**src/design/pip_pkg.sv**
```systemverilog
// shared types, constants and helpers for the point-in-quadrilateral block
`timescale 1ns / 1ps

package pip_pkg;

    localparam int COORD_WIDTH    = 24;
    localparam int NUM_VERTS      = 4;
    localparam int NUM_REGS       = 2 * NUM_VERTS;
    localparam int REG_IDX_WIDTH  = $clog2(NUM_REGS);
    localparam int EDGE_IDX_WIDTH = $clog2(NUM_VERTS);
    localparam int CNT_WIDTH      = 3;
    localparam int PROD_WIDTH     = 2 * COORD_WIDTH;

    typedef logic signed [COORD_WIDTH-1:0] coord_t;
    typedef logic signed [COORD_WIDTH:0]   diff_t;
    typedef logic signed [COORD_WIDTH+1:0] cx_t;
    typedef logic        [COORD_WIDTH-1:0] mag_t;
    typedef logic        [PROD_WIDTH-1:0]  prod_t;
    typedef logic        [CNT_WIDTH-1:0]   cnt_t;

    typedef struct packed {
        logic signed [COORD_WIDTH-1:0] point_x;
        logic signed [COORD_WIDTH-1:0] point_y;
    } point_t;

    typedef struct packed {
        logic                 inside_res;
        logic [CNT_WIDTH-1:0] crossings;
    } result_t;

    // one edge on its way through the divider chain
    typedef struct packed {
        logic   active;
        logic   neg;
        coord_t bx;
        mag_t   cmag;
        prod_t  acc;
    } lane_t;

    function automatic diff_t ext_diff(coord_t v);
        return {v[COORD_WIDTH-1], v};
    endfunction

    function automatic cx_t ext_cx(coord_t v);
        return {{2{v[COORD_WIDTH-1]}}, v};
    endfunction

    function automatic mag_t mag_of(diff_t v);
        logic [COORD_WIDTH:0] tmp;
        tmp = v[COORD_WIDTH] ? (~v + 1'b1) : v;
        return tmp[COORD_WIDTH-1:0];
    endfunction

endpackage

```
**src/design/pip_div_cell.sv**
```systemverilog
// one restoring division cell: one quotient bit for every edge lane
`timescale 1ns / 1ps

module pip_div_cell
    import pip_pkg::*;
(
    input  logic                    aclk,
    input  logic                    aresetn,
    input  logic                    en,
    input  logic                    in_valid,
    input  coord_t                  in_px,
    input  lane_t [NUM_VERTS-1:0]   in_lanes,
    output logic                    out_valid,
    output coord_t                  out_px,
    output lane_t [NUM_VERTS-1:0]   out_lanes
);

    logic                   valid_reg;
    coord_t                 px_reg;
    lane_t [NUM_VERTS-1:0]  lanes_reg;
    lane_t [NUM_VERTS-1:0]  lanes_next;

    always_comb begin
        logic [COORD_WIDTH:0] trial;
        logic [COORD_WIDTH:0] rem;
        logic                 ge;
        for (int i = 0; i < NUM_VERTS; i++) begin
            trial = {in_lanes[i].acc[PROD_WIDTH-1:COORD_WIDTH], in_lanes[i].acc[COORD_WIDTH-1]};
            ge    = trial >= {1'b0, in_lanes[i].cmag};
            rem   = ge ? trial - {1'b0, in_lanes[i].cmag} : trial;
            lanes_next[i]     = in_lanes[i];
            lanes_next[i].acc = {rem[COORD_WIDTH-1:0], in_lanes[i].acc[COORD_WIDTH-2:0], ge};
        end
    end

    always_ff @(posedge aclk) begin
        if (!aresetn) begin
            valid_reg <= 1'b0;
        end else if (en) begin
            valid_reg <= in_valid;
        end
    end

    always_ff @(posedge aclk) begin
        if (en) begin
            px_reg    <= in_px;
            lanes_reg <= lanes_next;
        end
    end

    assign out_valid = valid_reg;
    assign out_px    = px_reg;
    assign out_lanes = lanes_reg;

endmodule

```
**config.mk**
```make
export PLATFORM = sky130hd
export DESIGN_NAME = pip_div_cell
export DESIGN_NICKNAME = d
export VERILOG_FILES = /design/src/design/pip_pkg.sv /design/src/design/pip_div_cell.sv
export SDC_FILE = /design/constraint.sdc
export NUM_CORES = 1
export LEC_CHECK = 0
export BUFFER_PORTS_ARGS = -buffer_cell sky130_fd_sc_hd__buf_2
export CELL_PAD_IN_SITES_DETAIL_PLACEMENT = 0
export CELL_PAD_IN_SITES_GLOBAL_PLACEMENT = 1
export CORE_AREA = 2 2 325 327
export CTS_BUF_LIST = sky130_fd_sc_hd__clkbuf_2 sky130_fd_sc_hd__clkbuf_4 sky130_fd_sc_hd__clkbuf_8
export CTS_CLUSTER_SIZE = 20
export DETAILED_ROUTE_END_ITERATION = 10
export DIE_AREA = 0 0 327 329
export GPL_TIMING_DRIVEN = 0
export PLACE_DENSITY_LB_ADDON = 0.1
export SETUP_SLACK_MARGIN = 0.1
export SLEW_MARGIN = 15
export SYNTH_ARGS = -nofsm -noshare
export SYNTH_HDL_FRONTEND = slang
export SYNTH_SLANG_ARGS = --single-unit
```
**constraint.sdc**
```tcl
create_clock -name aclk -period 4.5 [get_ports aclk]
set_input_delay 0.45 -clock aclk [delete_from_list [all_inputs] [get_ports aclk]]
set_output_delay 0.45 -clock aclk [all_outputs]
set_load 0.005 [all_outputs]
```
; Word level (Yosys, flattened, before mapping)
; Index checks and enable logic that the tools add are counted.
[classes]
n_addsub = 4
order_cmp = 4
mux = 4
[op_table]
columns = cell, n
row1 = $ge A25 B24 Y1, 4
row2 = $mux W24, 4
row3 = $sub A24 B24 Y24, 4
[totals]
reg_bits = 417
inputBits = 420
output_inout_bits = 417
elab_cells = 34

; Depth between registers and ports, before layout
; Gate-level depths: netlist of run 1.
[logic_depth]
word_depth = 2
ltp_mapped = 13
mapped_depth_nobuf = 12

; Least setup slack after synthesis of run 1
; Ideal clock, no wire load.
[synth_path]
path_type = input -> register
from = input in_lanes[23] in the netlist's numbering
to = register lanes_reg (netlist bit out_lanes[44]) (data pin)
setup_ps = 260
t_arrival_ps = 2822
t_required_ps = 4240
setup_slack_ps = 1418
stages = 12
path_buffers = 0
cell_sequence = inv_1 -> ha_1 -> fa_1 -> nand2b_1 -> a21oi_1 -> a21o_1 -> a21oi_1 -> a2bb2oi_1 -> o311ai_0 -> a31o_2 -> xor2_1 -> mux2_2
[synth_rtl]
columns = item, line
row1 = from (decl), pip_div_cell.sv:12  ; input lane_t [NUM_VERTS-1:0] in_lanes,
row2 = to (signal assigned), pip_div_cell.sv:47  ; lanes_reg <= lanes_next;
row3 = to (decl), pip_div_cell.sv:20  ; lane_t [NUM_VERTS-1:0] lanes_reg;

==> metrics.md, run 1 <==
| Metric | Value |
|---|---|
| Status | `complete, no violations` |
| H-tree depth | `3` |
| Cells along the critical path | `dlygate4sd3_1 -> buf_2 -> ha_1 -> a21oi_1 -> nor2b_1 -> o311ai_2 -> a31oi_1 -> a2111oi_0 -> nor2_1 -> a21boi_4 -> buf_4 -> mux2_1` |
| CP Launch Type | `primary input` |
| HPWL Detailed | `about 60,000 µm` |
| Initial antenna violation count | `24` |
| Clk pwr share | `between 30% and 40%` |
| Synth Cell Area | `around 0.019 mm²` |
| Worst Hold Class | `primary input to flop` |
| Largest net degree at the start of global routing | `slightly above 90` |
| Mapped Nets | `between 1,500 and 2,000` |
| Drt drc | `0` |
| Io pins | `about 840` |
| Final Cycle Share | `just over 80%` |
| Dpl cells | `between 3,000 and 4,000` |
| CP Class | `primary input to flop` |
| Max Clk Rate | `between 200 and 300 MHz` |
| Core Region | `0.1044 mm²` |
| Area delta synth->final | `64.28%` |
| Post-layout total power | `about 11 mW` |
| Final std cells w/o fill | `slightly above 4,000` |
| First-pass DRT Iterations | `5` |
| Die extent in y | `~330 µm` |
| Ys flop type | `edfxtp_1` |
| Vias in the first global route | `~17,000` |
| Top cell type's share of synthesized area | `about 67%` |
| Worst-path clk slew | `0.06 ns` |
| Starting Density | `~18%` |
| PwrDens | `between 300 and 400 mW/mm²` |
| GP Congestion | `0.7823` |
| Final Skew | `0 ns` |
| Die width | `between 300 and 400 µm` |
| Synth Warn # | `0` |
| P_sw | `about 3.1 mW` |
| P_leak | `about 13 nW` |
| Gr usage total | `~14%` |
| Clk Latency, worst-skew pair | `between 0.6 and 0.7 ns` |
| Worst setup EP type | `flop` |
| Critical path fanouts, max | `10` |
| Post-route ant nets | `0` |
| Setup TNS | `0 ns` |
| Worst slew pin tran | `roughly 0.84 ns` |
| Die area | `around 0.11 mm²` |
| Commonest cells after routing, fill and taps aside | `buf_2, edfxtp_1, dlygate4sd3_1` |
| Post-DR wirelength/cell | `18.80 µm` |
| # fillers | `between 10,000 and 15,000` |
| WP data arrival | `about 4.2 ns` |
| Share of cells above drive strength 1 | `37.41%` |
| Slew headroom | `about 43%` |
| Nets | `between 3,000 and 4,000` |
| Worst vdd ir | `between 0.2 and 0.25 mV` |
| Comb pwr share | `19.0%` |
| RSZ-0062 raised after global routing | `no` |
| P_int | `~8.1 mW` |
| PnR worst setup slack | `roughly 0.76 ns` |
| Port Buffers | `around 840` |
| Seq/Total Area, Yosys | `approximately 68%` |
| Leading area contributor after synthesis | `edfxtp_1` |
| Sink Count | `about 420` |
| Drt total wl | `a little under 80,000 µm` |
| Hold Slack | `between 0.1 and 0.15 ns` |
| Avg Inst Size Synth | `13.82 µm²` |
| Clock tree buffer depth | `3` |
| Site row count | `roughly 120` |
| Final Slew Violations | `0` |
| Distinct cells, synth | `around 70` |
| Post-cts gate resize count | `0` |
| Most common cell after layout, fill and taps aside | `buf_2` |
| #FFs+latches synth | `417` |
| Final Cell Area | `~0.030 mm²` |
| Synth top area cells | `edfxtp_1, ha_1, inv_1` |
| Minimum clock period | `around 3.7 ns` |
| 1st-iter DRT viols | `roughly 600` |
| Dpl ws | `0.5462 ns` |
| CTS tree | `built` |
| Async SR Flop Fraction | `0%` |
| Sw frac | `27.69%` |
| Post-CTS Setup Bufs | `0` |
| Via count | `between 15,000 and 20,000` |
| Maxcap violations | `0` |
| Dpl cell area | `0.02460 mm²` |
| Crit path largest cell delay | `approximately 0.63 ns` |
| Final core utilization | `between 20 and 30%` |
| GRT Residual Overflow | `0` |
| CTS root buf | `clkbuf_8` |
| Post-synth EDFFs | `around 420` |
| Final Hold Viols | `0` |
| CTS buffer count | `86` |
| Final setup viols | `0` |
| Vias/cell | `approximately 3.9` |
| First-pass GRT wire length | `111,000 µm` |
| CP required | `about 5 ns` |
| Critical-path top delay cell | `a2111oi_0` |
| Mapped Cells | `about 1,300` |
| Sequential Power Share | `between 40% and 50%` |
==> layer usage <==
layer	track usage (%)	wire length [µm]	vias up	share of wire [%]
li1	-	-	7702	-
met1	15.72	30550	7533	39
met2	23.91	38190	614	49
met3	5.010	6608	132	8.5
met4	5.385	2375	22	3.0
met5	0	146	-	0.19
==> critical path, delay by kind of cell <==
family	cells	cell delay (ns)
AO/OA/AOI/OAI	5	1.80
adder cells (fa/ha/maj)	1	0.36
buffers and inverters	3	0.90
multiplexers	1	0.34
AND/OR/NAND/NOR	2	0.31
==> layout make-up <==
type | count | area (µm²) | share of cell area [%]
diodes | 11 | 27.53 | 0.09042
plain buffers | 20 | 101.3 | 0.3329
clock buffers | 113 | 1386 | 4.554
clock inverters | 44 | 412.9 | 1.356
inverters | 126 | 473.0 | 1.554
multi-input cells | 778 | 5445 | 17.89
flip-flops and latches | 417 | 12510 | 41.10
well taps | 1391 | 1740 | 5.717
repair buffers | 1242 | 8346 | 27.41
==> registers in the layout, indices dropped and copies added (netlist names) <==
register,flops
out_valid,1
out_lanes,392
out_px,24
==> logic make-up (layout without fill, tap and decap cells) <==
family / Yosys count / in the layout / synth area share (%)
and+or+nand+nor: 263 / 263 / 6.536
adders and majority gates: 100 / 100 / 6.914
DFF: 417 / 417 / 67.52
muxes: 22 / 22 / 1.317
AOI/OAI and AO/OA: 315 / 315 / 10.93
other: 0 / 11 / 0
xor gates and xnor gates: 78 / 78 / 3.686
buffers and inverters: 146 / 1545 / 3.099
==> power groups by stage <==
| stage | registers, mW | logic (mW) | clock network [mW] |
|---|---|---|---|
| CTS | 4.83 | 2.20 | 4.54 |
| global placement | 4.95 | 1.88 | 0 |
| floorplan | 4.97 | 0.751 | 0 |
| detailed placement | 4.90 | 1.89 | 0 |
| global route | 4.86 | 2.37 | 4.67 |
| finish | 4.82 | 2.13 | 4.30 |
==> cells in the mapped netlist, drive strengths merged, types with 2 or more instances <==
cell / n
edfxtp: 416
inv: 126
nand2: 100
ha: 96
o21ai: 96
a21oi: 87
nor2: 64
xnor2: 46
xor2: 32
a21o: 30
o21a: 24
nand3: 22
mux2: 19
nor3: 19
a31oi: 14
buf: 14
nand4: 12
nor2b: 12
nand2b: 10
o21bai: 9
o31ai: 8
and3: 7
clkbuf: 6
o311ai: 6
o31a: 6
or3: 5
a211oi: 4
fa: 4
nor4: 4
o211ai: 4
a2111o: 3
a21boi: 3
mux2i: 3
a2111oi: 2
a211o: 2
a221oi: 2
a2bb2oi: 2
a31o: 2
nor3b: 2
or2: 2
==> timing repair <==
action	CTS	global route
endpoints found under the setup margin	0	0
endpoints found under the hold margin	400	0
hold buffers	401	0
==> path summary, 6_finish.rpt <==
kind                               start                  endpoint  slack [ns]  cells past startpoint
setup / recovery           in_lanes[320]  out_lanes[322]$_DFFE_PP_        0.76                     12
hold / removal             in_lanes[226]  out_lanes[227]$_DFFE_PP_        0.11                      3
setup reg to reg  out_valid$_SDFFE_PN0P_    out_valid$_SDFFE_PN0P_        3.35                      3
hold reg to reg   out_valid$_SDFFE_PN0P_    out_valid$_SDFFE_PN0P_        1.06                      3
Power figures use the tool's default switching activity.
==> run 2: changes to the inputs <==
ABC_AREA = 1   (was not set)
CORE_AREA = 2 2 329 331   (was 2 2 325 327)
DIE_AREA = 0 0 331 333   (was 0 0 327 329)
clock period = 3.7 ns   (was 4.5 ns; I/O delays follow)
==> run 2 against run 1 <==
  * Core utilization is 2.2 points higher
  * Largest cell class unchanged
  * Sequential power is 22% higher
  * Largest power group unchanged
  * Critical endpoint is now out_lanes[333]$_DFFE_PP_
  * Hold slack worse by 0.019 ns
  * Via count is 28% higher
  * Critical path depth is 1 higher
  * Combinational power is 36% higher
==> metrics.md, run 2 <==
| Metric | Value |
|---|---|
| Simple-gate area share of the yosys netlist | `24.57% (+18 points)` |
| Synth top area cells | `edfxtp_1, nand2_1, inv_1` |
| Core Region | `0.1066 mm² (+2.1%)` |
| CTS root buf | `clkbuf_8` |
| Final Skew | `0 ns (unchanged)` |
| 1st-iter DRT viols | `807 (+33%)` |
| #FFs+latches synth | `417 (unchanged)` |
| Die width | `331 µm (+1.2%)` |
| R2r startpoint | `out_valid$_SDFFE_PN0P_` |
| CTS tree | `built` |
| Maxcap violations | `0 (unchanged)` |
| WP data arrival | `3.39 ns (-0.78 ns)` |
| Worst vdd ir | `0.2416 mV (+10%)` |
| Mapped Cells | `2,348 (+75%)` |
| CP required | `4.27 ns (-0.67 ns)` |
| CTS buffer count | `80 (-7.0%)` |
| Drt total wl | `89,660 µm (+15%)` |
| Dpl cell area | `0.02780 mm² (+13%)` |
| Critical Path End | `out_lanes[333]$_DFFE_PP_` |
| Share of cells above drive strength 1 | `27.60% (-9.8 points)` |
| Final setup viols | `0 (unchanged)` |
| HPWL Detailed | `72,440 µm (+17%)` |
| Most instantiated library cell after synthesis | `nand2_1` |
| Leading area contributor after synthesis | `edfxtp_1` |
| Worst Setup SP | `in_lanes[358]` |
| Largest family of logic cells by synthesized area | `simple AND/OR/NAND/NOR gates` |
| Via count | `20,450 (+28%)` |
| Synth Area in Adders | `5.893% (-1.0 points)` |
| Slew headroom | `57.50% (+14 points)` |
| Final Cycle Share | `76.03%` |
| Nets | `4,195 (+31%)` |
| Post-DR wirelength/cell | `17.44 µm (-7.2%)` |
| Die extent in y | `333 µm (+1.2%)` |
| Synth Area in Compound Gates | `1.381% (-9.6 points)` |
| GP Congestion | `0.8337 (+6.6%)` |
| Avg Inst Size Synth | `9.260 µm² (-33%)` |
| Vias in the first global route | `22,020 (+28%)` |
| Xor and xnor area share after synthesis | `1.772% (-1.9 points)` |
| PwrDens | `403.3 mW/mm² (+9.1%)` |
| Async SR Flop Fraction | `0% (unchanged)` |
| First-pass GRT wire length | `131,600 µm (+19%)` |
| Max Clk Rate | `approximately 360 MHz` |
| Initial antenna violation count | `12 (-50%)` |
| Final Hold Viols | `0 (unchanged)` |
| Clk Latency, worst-skew pair | `0.70 ns (+0.02 ns)` |
| P_leak | `16.51 nW (+26%)` |
| Io pins | `837 (unchanged)` |
| Gr usage total | `15.79% (+1.9 points)` |
| Minimum clock period | `about 2.8 ns` |
| CP Launch Type | `primary input` |
| First-pass DRT Iterations | `8 (+3)` |
| Die area | `0.1102 mm² (+2.5%)` |
| Synth Warn # | `0 (unchanged)` |
| Sink Count | `417 (unchanged)` |
| Critical path fanouts, max | `10 (unchanged)` |
| Worst-path clk slew | `0.06 ns (about the same)` |
| Commonest cells after routing, fill and taps aside | `nand2_1, buf_2, inv_1` |
| Clock tree buffer depth | `3 (unchanged)` |
| Vias/cell | `3.978 (+3.0%)` |
| Post-CTS Setup Bufs | `0 (unchanged)` |
| R2R Setup Slk | `2.49 ns (-0.86 ns)` |
| Final Cell Area | `0.03348 mm² (+10%)` |
| Starting Density | `20.40% (+2.6 points)` |
| Synth Cell Area | `0.02174 mm² (+17%)` |
| Area delta synth->final | `53.97%` |
| Post-synth EDFFs | `416 (unchanged)` |
| # fillers | `11,420 (+4.7%)` |
| Mux cell area share after synthesis | `0% (-1.3 points)` |
| Post-route ant nets | `0 (unchanged)` |
| Worst Hold Class | `primary input to flop` |
| Worst Reg2Reg Path Length in Cells | `3 (unchanged)` |
| GRT Residual Overflow | `0 (unchanged)` |
| Final Slew Violations | `0 (unchanged)` |
| H-tree depth | `3 (unchanged)` |
| Most instantiated cells after synthesis | `nand2_1, inv_1, edfxtp_1` |
| Seq/Total Area, Yosys | `57.54% (-10 points)` |
| Ys flop type | `edfxtp_1` |
| Site row count | `120 (+0.84%)` |
| Port Buffers | `836 (unchanged)` |
| Max FFs per register | `392 (unchanged)` |
| Distinct cells, synth | `30 (-58%)` |
| Drt drc | `0 (unchanged)` |
| Worst slew pin tran | `0.6375 ns (-0.1994 ns)` |
| RSZ-0062 raised after global routing | `no` |
| Worst setup EP type | `flop` |
| Largest net degree at the start of global routing | `103 (+12%)` |
| CP Class | `primary input to flop` |
| Top cell type's share of synthesized area | `57.45% (-10 points)` |
| Most common cell after layout, fill and taps aside | `nand2_1` |
| Post-cts gate resize count | `0 (unchanged)` |
| Reg2reg end | `out_valid$_SDFFE_PN0P_` |
| Mapped Nets | `2,868 (+54%)` |
| Status | `complete, no violations` |
| Setup TNS | `0 ns (unchanged)` |
-- run 2: changes by cell type in the layout (fill, tap and decap cells not counted), sizes merged, moves of 13 or more --
cell / delta
nand2: +772
inv: +328
nand4: +110
o21ai: -95
nand3: +90
nor2: +55
a21oi: -43
xnor2: -42
a21o: -30
o21a: -20
mux2: -19
buf: +17
a31oi: -14
clkbuf: -13
-- run 2: worst min path at each step --
stage | cells past startpoint | start | slack (ns) | to
4_1_cts | 3 | in_lanes[329] | 0.001 | out_lanes[330]$_DFFE_PP_
5_1_grt | 3 | in_lanes[23] | 0.06 | out_lanes[24]$_DFFE_PP_
3_5_place_dp | 2 | out_valid$_SDFFE_PN0P_ | 0.55 | out_valid$_SDFFE_PN0P_
2_1_floorplan | 1 | en | 0.46 | out_valid$_SDFFE_PN0P_
3_3_place_gp | 1 | in_lanes[104] | 0.55 | out_lanes[105]$_DFFE_PP_
6_report | 3 | in_lanes[329] | 0.09 | out_lanes[330]$_DFFE_PP_
-- run 2: layout make-up --
class	count	area (µm²)	area share [%]
clock inverters	36	307.8	0.9194
clock buffers	106	1309	3.909
flip-flops and latches	417	12510	37.37
inverters	456	1712	5.113
well taps	1403	1755	5.243
plain buffers	32	210.2	0.6279
diodes	2	5.005	0.01495
multi-input cells	1443	7310	21.83
repair buffers	1245	8358	24.97
-- run 2: stage by stage --
stage,hold WS (ns),util (%),cells,total power [mW],setup slack [ns]
global route,0.05761,31.40,5140,14.35,0.8734
floorplan,0.4635,-,2348,7.140,1.725
global placement,0.5465,25.97,4587,8.591,-4.575
detailed placement,0.5479,26.08,4591,8.536,0.7320
CTS,0.001366,31.40,5138,13.84,0.9812
finish,0.09398,31.40,5140,13.50,0.8870
-- run 2: repair_timing --
item	CTS	global route
endpoints found under the setup margin	0	0
hold buffers	405	0
hold endpoints to repair	424	0
-- run 2: kinds of logic (layout without fill, tap and decap cells) --
family          count (synthesis)  in the layout
simple gates                 1250           1250
buf+inv                       488           1875
flops                         417            417
fa+ha+maj                     100            100
compound gates                 49             49
xor+xnor                       44             44
other cells                     0              2
-- run 2: worst max-delay path, cell delays in order --
cell           delay, ns
dlygate4sd3_1       0.53
buf_2               0.11
inv_1               0.05
ha_1                0.42
nand2_1             0.17
inv_2               0.09
nand2_1             0.13
nor3_1              0.45
nand4_2             0.34
nand3_4             0.30
buf_6               0.20
nand2_1             0.13
nand2_1             0.10
-- run 2: layer usage --
metal | wire length, µm | vias up | global-route usage (%)
met5 | 121 | - | 0
met4 | 2144 | 18 | 4.629
met1 | 36820 | 9402 | 18.20
met2 | 44260 | 646 | 28.12
li1 | - | 10250 | -
met3 | 6315 | 125 | 4.461
-- run 2: report_power, final --
part           internal [mW]  switching, mW  total [mW]  leakage, nW
Combinational           1.23           1.66        2.89         11.6
Sequential              5.74          0.115        5.86         4.08
Clock                   2.61           2.15        4.76        0.849
Total                   9.57           3.93        13.5         16.5
