$ cat config.mk
export PLATFORM = sky130hd
export DESIGN_NAME = pip_crossing_count
export DESIGN_NICKNAME = d
export VERILOG_FILES = /design/src/design/pip_pkg.sv /design/src/design/pip_crossing_count.sv
export SDC_FILE = /design/constraint.sdc
export NUM_CORES = 1
export LEC_CHECK = 0
export BUFFER_PORTS_ARGS = -buffer_cell sky130_fd_sc_hd__clkbuf_2
export CORE_MARGIN = 2
export CORE_UTILIZATION = 43
export CTS_CLUSTER_DIAMETER = 120
export DETAILED_ROUTE_END_ITERATION = 16
export HOLD_SLACK_MARGIN = 0.05
export MAX_ROUTING_LAYER = met4
export PLACE_DENSITY = 0.72
export SLEW_MARGIN = 5
export SYNTH_ARGS = -nofsm -noshare
export SYNTH_HDL_FRONTEND = slang
export SYNTH_SLANG_ARGS = --single-unit
$ cat constraint.sdc
create_clock -name aclk -period 5.45 [get_ports aclk]
set_clock_uncertainty 0.15 [all_clocks]
set_input_delay 1.635 -clock aclk [delete_from_list [all_inputs] [get_ports aclk]]
set_output_delay 1.635 -clock aclk [all_outputs]
set_load 0.05 [all_outputs]
$ cat src/design/pip_pkg.sv
// shared types, constants and helpers for the point-in-quadrilateral block
`timescale 1ns / 1ps

package pip_pkg;

    localparam int COORD_WIDTH    = 24;
    localparam int NUM_VERTS      = 4;
    localparam int NUM_REGS       = 2 * NUM_VERTS;
    localparam int REG_IDX_WIDTH  = $clog2(NUM_REGS);
    localparam int EDGE_IDX_WIDTH = $clog2(NUM_VERTS);
    localparam int CNT_WIDTH      = 3;
    localparam int PROD_WIDTH     = 2 * COORD_WIDTH;

    typedef logic signed [COORD_WIDTH-1:0] coord_t;
    typedef logic signed [COORD_WIDTH:0]   diff_t;
    typedef logic signed [COORD_WIDTH+1:0] cx_t;
    typedef logic        [COORD_WIDTH-1:0] mag_t;
    typedef logic        [PROD_WIDTH-1:0]  prod_t;
    typedef logic        [CNT_WIDTH-1:0]   cnt_t;

    typedef struct packed {
        logic signed [COORD_WIDTH-1:0] point_x;
        logic signed [COORD_WIDTH-1:0] point_y;
    } point_t;

    typedef struct packed {
        logic                 inside_res;
        logic [CNT_WIDTH-1:0] crossings;
    } result_t;

    // one edge on its way through the divider chain
    typedef struct packed {
        logic   active;
        logic   neg;
        coord_t bx;
        mag_t   cmag;
        prod_t  acc;
    } lane_t;

    function automatic diff_t ext_diff(coord_t v);
        return {v[COORD_WIDTH-1], v};
    endfunction

    function automatic cx_t ext_cx(coord_t v);
        return {{2{v[COORD_WIDTH-1]}}, v};
    endfunction

    function automatic mag_t mag_of(diff_t v);
        logic [COORD_WIDTH:0] tmp;
        tmp = v[COORD_WIDTH] ? (~v + 1'b1) : v;
        return tmp[COORD_WIDTH-1:0];
    endfunction

endpackage

$ cat src/design/pip_crossing_count.sv
// crossing positions, right-of-point and repeat checks, count and output register
`timescale 1ns / 1ps

module pip_crossing_count
    import pip_pkg::*;
(
    input  logic                    aclk,
    input  logic                    aresetn,
    input  logic                    en,
    input  logic                    in_valid,
    input  coord_t                  in_px,
    input  lane_t [NUM_VERTS-1:0]   in_lanes,
    output logic                    out_valid,
    output result_t                 out_result
);

    logic                                   f1_valid_reg;
    coord_t                                 f1_px_reg;
    logic [NUM_VERTS-1:0]                   f1_active_reg;
    cx_t  [NUM_VERTS-1:0]                   f1_cx_reg;
    cx_t  [NUM_VERTS-1:0]                   f1_cx_next;

    logic                                   f2_valid_reg;
    logic [NUM_VERTS-1:0]                   f2_cand_reg;
    logic [NUM_VERTS-1:0]                   f2_cand_next;
    logic [NUM_VERTS-1:0][NUM_VERTS-1:0]    f2_eq_reg;
    logic [NUM_VERTS-1:0][NUM_VERTS-1:0]    f2_eq_next;

    logic                                   out_valid_reg;
    result_t                                result_reg;
    result_t                                result_next;

    always_comb begin
        cx_t q_ext;
        for (int i = 0; i < NUM_VERTS; i++) begin
            q_ext = {2'b00, in_lanes[i].acc[COORD_WIDTH-1:0]};
            f1_cx_next[i] = in_lanes[i].neg ? ext_cx(in_lanes[i].bx) - q_ext
                                            : ext_cx(in_lanes[i].bx) + q_ext;
        end
    end

    always_comb begin
        f2_eq_next = '0;
        for (int i = 0; i < NUM_VERTS; i++) begin
            f2_cand_next[i] = f1_active_reg[i] && (f1_cx_reg[i] > ext_cx(f1_px_reg));
            for (int j = 0; j < NUM_VERTS; j++) begin
                if (j > i) begin
                    f2_eq_next[i][j] = f1_cx_reg[i] == f1_cx_reg[j];
                end
            end
        end
    end

    // a crossing only repeats against the last one counted
    always_comb begin
        cnt_t                      cnt;
        logic                      last_valid;
        logic [EDGE_IDX_WIDTH-1:0] last_idx;
        cnt        = '0;
        last_valid = 1'b0;
        last_idx   = '0;
        for (int i = 0; i < NUM_VERTS; i++) begin
            if (f2_cand_reg[i] && (!last_valid || !f2_eq_reg[last_idx][i])) begin
                cnt        = cnt + 1'b1;
                last_idx   = EDGE_IDX_WIDTH'(i);
                last_valid = 1'b1;
            end
        end
        result_next.crossings  = cnt;
        result_next.inside_res = cnt[0];
    end

    always_ff @(posedge aclk) begin
        if (!aresetn) begin
            f1_valid_reg  <= 1'b0;
            f2_valid_reg  <= 1'b0;
            out_valid_reg <= 1'b0;
        end else if (en) begin
            f1_valid_reg  <= in_valid;
            f2_valid_reg  <= f1_valid_reg;
            out_valid_reg <= f2_valid_reg;
        end
    end

    always_ff @(posedge aclk) begin
        if (en) begin
            f1_px_reg <= in_px;
            for (int i = 0; i < NUM_VERTS; i++) begin
                f1_active_reg[i] <= in_lanes[i].active;
            end
            f1_cx_reg   <= f1_cx_next;
            f2_cand_reg <= f2_cand_next;
            f2_eq_reg   <= f2_eq_next;
            result_reg  <= result_next;
        end
    end

    assign out_valid  = out_valid_reg;
    assign out_result = result_reg;

endmodule

Word level (Yosys, flattened, before mapping)
Cells that the tools add are included.
- register bits: 149
- input port bits: 420
- output and inout bits: 5
- logic and storage cells: 71
- $add $sub $neg: 11
- order comparisons: 6
- eq/ne operators: 6
- mux-type cells: 17
- reductions and logical operators: 16
- operators with widths (cell ; number):
    == test 26 bit ; 6
    adder 24 x 25 -> 26 bit ; 4
    > comparator 26 x 24 -> 1 bit ; 4
    2-to-1 mux 26 bit ; 4
    subtractor 24 x 25 -> 26 bit ; 4
    binary-select mux 4 bit (select 2 bit) ; 2
    2-to-1 mux 3 bit ; 4
    adder 3 x 1 -> 3 bit, second input constant ; 3
    logical AND 1 bit ; 7
    zero test 1 bit ; 6
    less-than comparator 2 x 3 -> 1 bit, second input constant ; 2
    2-to-1 mux 1 bit ; 5
    2-to-1 mux 4 bit ; 1
    logical OR 1 bit ; 3
    2-to-1 mux 2 bit ; 1

Longest topological paths before layout
Gate-level depths: netlist of run 1.
- depth after elaboration: 17
- depth in mapped cells: 19
- mapped depth without buffers: 18

Least setup slack after synthesis of run 1
Ideal clock, no wire load.
- path type: input port to flip-flop
- start point: input in_lanes[305] (netlist bit)
- end point: register f1_cx_reg[100] (netlist bit), data pin
- library setup time: 260 ps
- data arrival time: 4640 ps
- required time: 5040 ps
- slack: 400 ps
- cell stages on the path: 14
- buffers on the path: 0
- cell sequence: or4_1 or3_1 or2_2 nor2_1 nor2_1 xnor2_1 ha_1 a21o_1 a21oi_1 inv_1 a211o_1 a31o_1 a21oi_2 xnor2_1
- RTL lines (what ; line ; RTL):
    start, declared ; pip_crossing_count.sv:12 ; input lane_t [NUM_VERTS-1:0] in_lanes,
    end signal, assigned ; pip_crossing_count.sv:91 ; f1_cx_reg <= f1_cx_next;
    end, declared ; pip_crossing_count.sv:20 ; cx_t [NUM_VERTS-1:0] f1_cx_reg;

==> flow_metrics.py, run 1 <==
metrics = {
    "routing": {
        "drtIter0Drc": 964,
        "ant_nets": 0,
        "viasPerCell": 5.633,
        "drtPass1Iterations": 6,
        "drc_errors": 0,
        "wl_met3_mm": 2.979,
        "wire_per_inst_um": 19.03,
        "highest_layer": "met4",
        "route.met2.wl_mm": 21.56,
        "num_vias": 13460,
        "met1_length_mm": 19.89,
        "routed_wl_mm": 45.47,
    },
    "grt": {
        "grt_max_degree": 80,
        "grt_pass1_wl_mm": 69.89,
        "grt_overflow_total": 0,
        "grt_pass1_vias": 13210,
        "grt.total_usage_pct": 25.13,
        "antenna_found_initial": 0,
    },
    "critical_path": {
        "max_stage_delay_ps": 410,
        "start_kind": "primary input",
        "crit_fanout": 4,
        "cp_num_buf_inv": 1,
        "path_cells": "clkbuf_2 -> or3_1 -> nor4b_1 -> and2_1 -> a21oi_1 -> xnor2_1 -> ha_1 -> or3_1 -> o211ai_1 -> o211ai_1 -> a311o_1 -> a21oi_1 -> o21bai_1 -> a21oi_1 -> xnor2_1",
        "worst-r2r-setup-slack_ps": 2420,
        "crit_path_frequent_cell": "a21oi_1",
        "required_ps": 5470,
        "end_kind": "flip-flop",
        "crit_family": "simple AND/OR/NAND/NOR gates",
        "reg2reg_from": "f1_px_reg[7]",
        "crit_path_top_delay_cell": "a311o_1",
        "path_class": "in2reg",
        "rr_worst_depth": 11,
        "r2r_end": "f2_cand_reg[3]",
        "cp.arrival_ps": 4980,
    },
    "run_status": {
        "run_status": "completed",
    },
    "power": {
        "vdd_drop_max_uv": 245.9,
        "power_density_mw_per_mm2": 306.6,
        "total_power_w": 0.005496,
        "p_leak_nw": 7.859,
    },
    "clocking": {
        "cts_setup_buffers": 0,
        "cts.reportedPaths.clkPinSlew_ps": 60,
        "clk-insertion-delay-late_ps": 430,
        "clock-sinks": 148,
        "ctsRootBufferMaster": "clkbuf_16",
        "cts-htree-levels": 4,
        "numCtsBuffers": 17,
        "ctsHoldBuffers": 0,
        "cts_tree": "yes",
        "ctsResizeCount": 0,
        "cts_max_path_buffers": 2,
    },
    "synth": {
        "synth_area_leaders": "edfxtp_1 28%, ha_1 17%, xnor2_1 12%, xor2_1 7.1%, a21oi_1 4.7%",
        "syn-num-nets": 2287,
        "netlist_area_sq_mm": 0.01536,
        "synth_edf_count": 145,
        "ys.flop_type": "edfxtp_1",
        "synth.distinct_cells": 67,
        "synth_seq_cells": 148,
        "synth_top_cell_area_share_pct": 28.35,
        "ys_warn_count": 0,
        "async_flop_share_pct": 0,
        "syn_area_per_cell_sq_um": 9.304,
        "synth_top_cell_by_area": "edfxtp_1",
        "ys_seq_area_share_pct": 28.74,
        "postSynthCellCount": 1651,
    },
    "timing": {
        "drv_slew": 0,
        "grt_setup_unrepaired": "no",
        "setup_viol": 0,
        "hold_viol": 0,
        "fmax_ghz": 0.2019,
        "min_period_ps": 4952,
        "timing.slew.headroom_pct": 52.86,
        "worst-slew-pin-transition_ps": 700.7,
        "min_period_over_period_pct": 90.86,
        "fin_tns_setup_ps": 0,
        "final.setup.worst_slack_ps": 498.1,
    },
    "die": {
        "core-area_sq_mm": 0.03540,
        "start_util_pct": 43.40,
        "num_rows": 69,
        "die_y_um": 193.0,
        "die_w_um": 193.0,
        "io_pins": 425,
        "die_area_sq_mm": 0.03725,
    },
    "place": {
        "pre_cts_ws_ps": 89.35,
        "gp_congestion": 0.9574,
        "hpwl_mm": 37.04,
        "numPortBuffers": 232,
    },
    "layout": {
        "area_growth_pct": 16.71,
        "largest_reg_flops": 104,
        "multi_input_area_sq_mm": 0.01058,
        "n_antenna_cell": 0,
        "register_area_sq_mm": 0.004414,
        "final_cell_mix": "231 x clkbuf_2, 212 x xnor2_1, 212 x ha_1",
        "n_fill_cell": 3352,
        "layout_commonest_cell": "clkbuf_2",
        "nets": 2552,
        "layout-drive-gt1-share_pct": 15.81,
    },
    "worst_hold_path": {
        "whs_path_depth": 2,
        "min_path_type": "reg2reg",
        "worst_hold_path.endpoint": "f1_valid_reg",
        "min_from": "f1_valid_reg",
    },
    "flow_run": {
        "drv_cap": 0,
    },
}
-- cells by family after synthesis --
logic type	Yosys count	share of synthesized area, %
AO/OA/AOI/OAI	417	17.43
XOR/XNOR	337	19.21
adder cells (fa/ha/maj)	216	17.79
buffers and inverters	98	2.419
flip-flops	148	28.74
multiplexers	10	0.6598
AND/OR/NAND/NOR	425	13.75
-- stage by stage --
step / hold WS [ps] / util [%] / instances / cell area [sq um]
6_report: 374.5 / 50.65 / 2390 / 17930
5_1_grt: 411.6 / 50.65 / 2390 / 17930
4_1_cts: 379.7 / 50.65 / 2390 / 17930
3_5_place_dp: 365.8 / 48.81 / 2358 / 17280
3_3_place_gp: 351.3 / 48.81 / 2358 / 17280
2_1_floorplan: 332.4 / - / 1651 / 15360
-- worst reg2reg max path: stages, from the launching register on --
cell      delay [ps]
edfxtp_1         370
inv_1            240
ha_1             320
a211o_1          270
a21oi_1          120
o21ai_0          100
a31oi_1          180
o21bai_1          80
a21o_1           200
a221oi_1         360
o211ai_1         130
a21oi_1          290
-- per-layer routing --
layer / GRT usage, % / vias up
met5: - / -
met4: 7.080 / 0
met3: 3.674 / 81
met2: 40.89 / 472
met1: 32.66 / 6310
li1: - / 6601
-- how the worst max path moves through the flow --
stage / cells after the start / slack [ps] / start / endpoint
2_1_floorplan: 14 / 400 / in_lanes[305] / f1_cx_reg[100]
5_1_grt: 17 / 180 / in_lanes[103] / f1_cx_reg[50]
6_report: 15 / 500 / in_lanes[199] / f1_cx_reg[75]
4_1_cts: 15 / 530 / in_lanes[199] / f1_cx_reg[75]
3_5_place_dp: 15 / 90 / in_lanes[199] / f1_cx_reg[75]
3_3_place_gp: 17 / 130 / in_lanes[103] / f1_cx_reg[50]
-- final cells by class --
class / instances / share of cell area (%)
well taps: 461 / 3.217
flip-flops and latches: 148 / 24.62
repair buffers: 261 / 7.795
inverters: 83 / 1.738
clock inverters: 13 / 1.228
multi-input cells: 1405 / 58.99
clock buffers: 19 / 2.415
-- where the power goes --
part	internal [W]	total, W	switching [W]
logic	0.00104	0.00217	0.00113
registers	0.00155	0.00202	0.000474
clock network	0.000822	0.00131	0.000486
total	0.00341	0.00550	0.00209
-- cells in the mapped netlist, drive strengths merged, types with 9 or more instances --
library cell and n:
nand2b 15, a21o 73, nor2b 27, o31a 10, o21ai 75, o21a 24
o21bai 9, nand4 36, inv 83, nand2 64, edfxtp 145, a21oi 146
xor2 125, clkbuf 14, nor2 140, xnor2 212, nor3 26, nand3 30
a31oi 15, ha 212, mux2i 9, nor4 43
Power figures use the tool's default switching activity.
==> run 2: changes to the inputs <==
CORE_UTILIZATION = 55   (was 43)
PLACE_DENSITY = 0.87   (was 0.72)
clock period = 5.81 ns   (was 5.45 ns; I/O delays follow)
==> run 2 against run 1 <==
Combinational power decreased by 5%. Total power decreased by 7.0%. Via count increased by 2.3%. Worst hold slack improved by 4.4 ps. First-iteration DRC count increased by 11%. Non-clock buffer count decreased by 20. Critical path depth increased by 2. Die area decreased by 21%. Sequential share of layout area increased by 0.39 points. Clock power decreased by 11%. Critical path type unchanged. Largest cell class unchanged.
==> flow_metrics.py, run 2 (synthesis results as in run 1) <==
metrics = {
    "power": {
        "p_leak_nw": 7.748,
        "vdd_drop_max_uv": 196.9,
        "power_frac_comb_pct": 40.3,
        "pwr-share-seq_pct": 36.8,
        "power_density_mw_per_mm2": 289.6,
        "switchingPower_w": 0.001960,
        "p_sw_share_pct": 38.35,
        "internal_power_w": 0.003151,
        "total_power_w": 0.005111,
        "clkPwrFrac_pct": 22.9,
    },
    "routing": {
        "wire_per_inst_um": 19.29,
        "drtPass1Iterations": 5,
        "drc_errors": 0,
        "viasPerCell": 6.024,
        "drtIter0Drc": 1067,
        "num_vias": 13780,
        "routed_wl_mm": 44.11,
        "ant_nets": 0,
    },
    "critical_path": {
        "required_ps": 5830,
        "end_kind": "flip-flop",
        "crit_family": "compound AO/OA/AOI/OAI gates",
        "max_stage_delay_ps": 480,
        "cp.arrival_ps": 5320,
        "crit_fanout": 6,
        "path_cells": "clkbuf_2 -> inv_1 -> ha_1 -> nand2_1 -> nor3_1 -> nand3b_1 -> o41ai_1 -> o21ai_0 -> xnor2_1 -> ha_1 -> a21oi_1 -> o21ai_0 -> a211oi_1 -> nor2_1 -> a211o_1 -> a21oi_1 -> xnor2_1",
        "critical_path_cell_count": 17,
        "rr_worst_depth": 10,
        "cp_num_buf_inv": 2,
        "crit_path_top_delay_cell": "o41ai_1",
        "start_kind": "primary input",
        "path_class": "in2reg",
    },
    "timing": {
        "min_period_ps": 5298,
        "worst-slew-pin-transition_ps": 794.3,
        "fin_tns_setup_ps": 0,
        "timing.slew.headroom_pct": 46.56,
        "hold_viol": 0,
        "drv_slew": 0,
        "setup_viol": 0,
        "final.setup.worst_slack_ps": 512.4,
        "fmax_ghz": 0.1888,
        "grt_setup_unrepaired": "no",
        "min_period_over_period_pct": 91.18,
    },
    "place": {
        "hpwl_mm": 35.14,
        "gp_congestion": 1.043,
        "numPortBuffers": 232,
        "pre_cts_ws_ps": 116.9,
    },
    "layout": {
        "largest_reg_flops": 104,
        "n_fill_cell": 2261,
        "layout-drive-gt1-share_pct": 14.88,
        "multi_input_area_sq_mm": 0.01058,
        "layout_commonest_cell": "clkbuf_2",
        "area_growth_pct": 14.88,
        "final_cell_mix": "231 x clkbuf_2, 212 x xnor2_1, 212 x ha_1",
        "nets": 2532,
        "register_area_sq_mm": 0.004414,
        "n_antenna_cell": 0,
    },
    "clocking": {
        "clk-insertion-delay-late_ps": 430,
        "cts_max_path_buffers": 2,
        "ctsResizeCount": 0,
        "numCtsBuffers": 17,
        "cts.reportedPaths.clkPinSlew_ps": 60,
        "clock-sinks": 148,
        "ctsRootBufferMaster": "clkbuf_16",
        "cts_setup_buffers": 0,
        "cts_tree": "yes",
        "ctsHoldBuffers": 0,
        "cts-htree-levels": 4,
    },
    "grt": {
        "grt_max_degree": 78,
        "grt_pass1_wl_mm": 68.66,
        "grt_overflow_total": 0,
        "antenna_found_initial": 0,
        "grt_pass1_vias": 13440,
        "grt.total_usage_pct": 31.04,
    },
    "die": {
        "die_area_sq_mm": 0.02928,
        "io_pins": 425,
        "die_w_um": 171.1,
        "num_rows": 61,
        "core-area_sq_mm": 0.02763,
        "die_y_um": 171.1,
        "start_util_pct": 55.60,
    },
    "run_status": {
        "run_status": "completed",
    },
    "flow_run": {
        "drv_cap": 0,
    },
    "worst_hold_path": {
        "whs_path_depth": 2,
        "min_path_type": "reg2reg",
    },
}
[run 2: layer usage]
metal,vias up,GRT usage (%),wire [um]
li1,6561,-,-
met1,6474,38.35,18250
met2,611,50.33,20620
met3,132,6.338,3636
met4,0,11.46,1607
met5,-,-,0
[run 2: layout make-up]
type	count	area share [%]
sequential	148	25.01
inverter	83	1.765
clock inverter	11	0.9926
multi-input combinational	1405	59.93
tap	378	2.680
clock buffer	21	2.552
timing repair buffer	241	7.069
[run 2: path summary, 6_finish.rpt]
| check | from | end | slack, ps |
|---|---|---|---|
| setup / recovery | in_lanes[295] | f1_cx_reg[103] | 510 |
| hold / removal | f1_valid_reg | f1_valid_reg | 380 |
| setup reg to reg | f1_cx_reg[85] | f2_cand_reg[3] | 2610 |
| hold reg to reg | f1_valid_reg | f1_valid_reg | 380 |
[run 2: metrics by stage]
| step | util [%] | std cells | cell area (sq um) | hold WS (ps) |
|---|---|---|---|---|
| floorplan | - | 1651 | 15360 | 332.4 |
| global placement | 61.61 | 2255 | 17020 | 352.2 |
| detailed placement | 61.61 | 2255 | 17020 | 371.9 |
| CTS | 63.87 | 2287 | 17650 | 386.8 |
| global route | 63.87 | 2287 | 17650 | 450.0 |
| finish | 63.87 | 2287 | 17650 | 378.8 |
[run 2: tightest hold or removal path: stages (launching register included)]
cell and delay, ps:
dfxtp_1 330, mux2i_1 70, nor2b_1 100
[run 2: power groups by stage]
stage / logic (W) / clock network, W / registers, W
after floorplan: 0.00150 / 0 / 0.00169
after global placement: 0.00191 / 0 / 0.00187
after detailed placement: 0.00200 / 0 / 0.00187
after CTS: 0.00203 / 0.00119 / 0.00185
after global routing: 0.00228 / 0.00123 / 0.00187
final: 0.00206 / 0.00117 / 0.00188
==> run 3: changes to the inputs <==
PLACE_DENSITY = 0.9   (was 0.87)
==> run 3 against run 2 <==
Combinational power about the same. Highest routed layer unchanged. Critical endpoint unchanged. Worst setup slack better by 42 ps. Critical path depth did not move. Total power down 1.7%. Fmax increased by 0.79%. Critical path type unchanged.
==> flow_metrics.py, run 3 (synthesis results as in run 1) <==
metrics = {
    "layout": {
        "n_fill_cell": 2301,
        "layout_commonest_cell": "clkbuf_2",
        "postLayoutCoreUtil_pct": 63.62,
        "n_antenna_cell": 0,
        "nets": 2532,
        "final_cell_mix": "231 x clkbuf_2, 212 x xnor2_1, 212 x ha_1",
        "layout-drive-gt1-share_pct": 14.93,
        "area_growth_pct": 14.43,
        "largest_reg_flops": 104,
    },
    "place": {
        "gp_congestion": 1.021,
        "hpwl_mm": 35.36,
        "numPortBuffers": 232,
    },
    "clocking": {
        "clk-insertion-delay-late_ps": 440,
        "clock-sinks": 148,
        "cts-htree-levels": 4,
        "numCtsBuffers": 17,
        "ctsHoldBuffers": 0,
        "ctsRootBufferMaster": "clkbuf_16",
        "cts.reportedPaths.clkPinSlew_ps": 60,
        "cts_setup_buffers": 0,
        "cts_max_path_buffers": 2,
        "ctsResizeCount": 0,
        "cts_tree": "yes",
    },
    "critical_path": {
        "crit_fanout": 6,
        "r2r_end": "f2_cand_reg[3]",
        "path_class": "in2reg",
        "start_kind": "primary input",
        "end_kind": "flip-flop",
        "cp.arrival_ps": 5280,
        "required_ps": 5840,
        "worst-r2r-setup-slack_ps": 2640,
        "rr_worst_depth": 10,
        "reg2reg_from": "f1_cx_reg[85]",
    },
    "power": {
        "power_density_mw_per_mm2": 285.8,
        "vdd_drop_max_uv": 189.1,
        "internal_power_w": 0.003047,
        "power_frac_comb_pct": 41.1,
        "clkPwrFrac_pct": 21.4,
        "switchingPower_w": 0.001976,
        "p_sw_share_pct": 39.34,
        "p_leak_nw": 7.722,
        "pwr-share-seq_pct": 37.5,
    },
    "routing": {
        "viasPerCell": 6.060,
        "num_vias": 13860,
        "ant_nets": 0,
        "routed_wl_mm": 44.70,
        "drtIter0Drc": 968,
        "drtPass1Iterations": 6,
        "drc_errors": 0,
        "wire_per_inst_um": 19.54,
    },
    "grt": {
        "grt_overflow_total": 0,
        "grt_max_degree": 110,
        "grt_pass1_vias": 13590,
        "grt.total_usage_pct": 31.53,
        "grt_pass1_wl_mm": 69.59,
        "antenna_found_initial": 0,
    },
    "die": {
        "num_rows": 61,
        "core-area_sq_mm": 0.02763,
        "die_y_um": 171.1,
        "start_util_pct": 55.60,
        "die_w_um": 171.1,
        "die_area_sq_mm": 0.02928,
        "io_pins": 425,
    },
    "timing": {
        "setup_viol": 0,
        "drv_slew": 0,
        "hold_viol": 0,
        "fmax_ghz": 0.1903,
        "worst-slew-pin-transition_ps": 994.0,
        "grt_setup_unrepaired": "no",
        "timing.slew.headroom_pct": 33.74,
        "timing.hold.ws_ps": 378.4,
        "min_period_ps": 5256,
        "fin_tns_setup_ps": 0,
        "min_period_over_period_pct": 90.47,
    },
    "worst_hold_path": {
        "worst_hold_path.endpoint": "f1_valid_reg",
        "whs_path_depth": 2,
        "min_from": "f1_valid_reg",
        "min_path_type": "reg2reg",
    },
    "flow_run": {
        "drv_cap": 0,
    },
    "run_status": {
        "run_status": "completed",
    },
}
[run 3: cell count changes in the layout (fill, tap and decap cells not counted), sizes merged]
| cell | change |
|---|---|
| clkbuf | -2 |
| bufinv | -2 |
| inv | -1 |
| clkinv | +5 |
[run 3: cell type report]
class                   instances  area, sq um  area share, %
multi-input cells            1405        10580          60.16
flip-flops and latches        148         4414          25.11
repair buffers                241         1235          7.026
well taps                     378        473.0          2.691
clock buffers                  19        432.9          2.463
inverters                      83        311.5          1.772
clock inverters                13        135.1         0.7688
[run 3: worst max path at each step]
stage / from / to / slack, ps / depth (start not counted)
CTS: in_lanes[294] / f1_cx_reg[103] / 560 / 17
floorplan: in_lanes[305] / f1_cx_reg[100] / 650 / 14
finish: in_lanes[294] / f1_cx_reg[103] / 550 / 17
global placement: in_lanes[294] / f1_cx_reg[103] / 230 / 17
detailed placement: in_lanes[294] / f1_cx_reg[103] / 150 / 17
global route: in_lanes[294] / f1_cx_reg[103] / 90 / 17
[run 3: power groups by stage]
stage	registers (W)	clock network [W]	logic, W
detailed placement	0.00188	0	0.00200
global placement	0.00188	0	0.00191
global route	0.00188	0.00112	0.00228
CTS	0.00186	0.00109	0.00203
floorplan	0.00169	0	0.00150
finish	0.00189	0.00107	0.00206
[run 3: layer usage]
| metal | part of all wire, % | wire, um | vias to the layer above | GRT usage [%] |
|---|---|---|---|---|
| li1 | - | - | 6569 | - |
| met1 | 41 | 18290 | 6452 | 38.81 |
| met2 | 47 | 20820 | 684 | 50.70 |
| met3 | 8.2 | 3685 | 155 | 6.338 |
| met4 | 4.3 | 1901 | 0 | 13.04 |
| met5 | 0 | 0 | - | - |
[run 3: per-stage QoR]
step	power, W	cell area, sq um	instances	setup WS [ps]
5_1_grt	0.005283	17580	2287	85.50
4_1_cts	0.004973	17580	2287	559.1
3_5_place_dp	0.003879	17010	2255	153.9
6_report	0.005023	17580	2287	553.9
2_1_floorplan	0.003192	15360	1651	652.3
3_3_place_gp	0.003783	17010	2255	234.4
[run 3: critical path, stage by stage]
cell and delay [ps]:
clkbuf_2 110, inv_1 80, ha_1 190, nand2_1 70, nor3_1 250, nand3b_1 200
o41ai_1 460, o21ai_0 200, xnor2_1 170, ha_1 370, a21oi_1 230, o21ai_0 120
a211oi_1 390, nor2_1 130, a211o_1 310, a21oi_1 170, xnor2_1 90
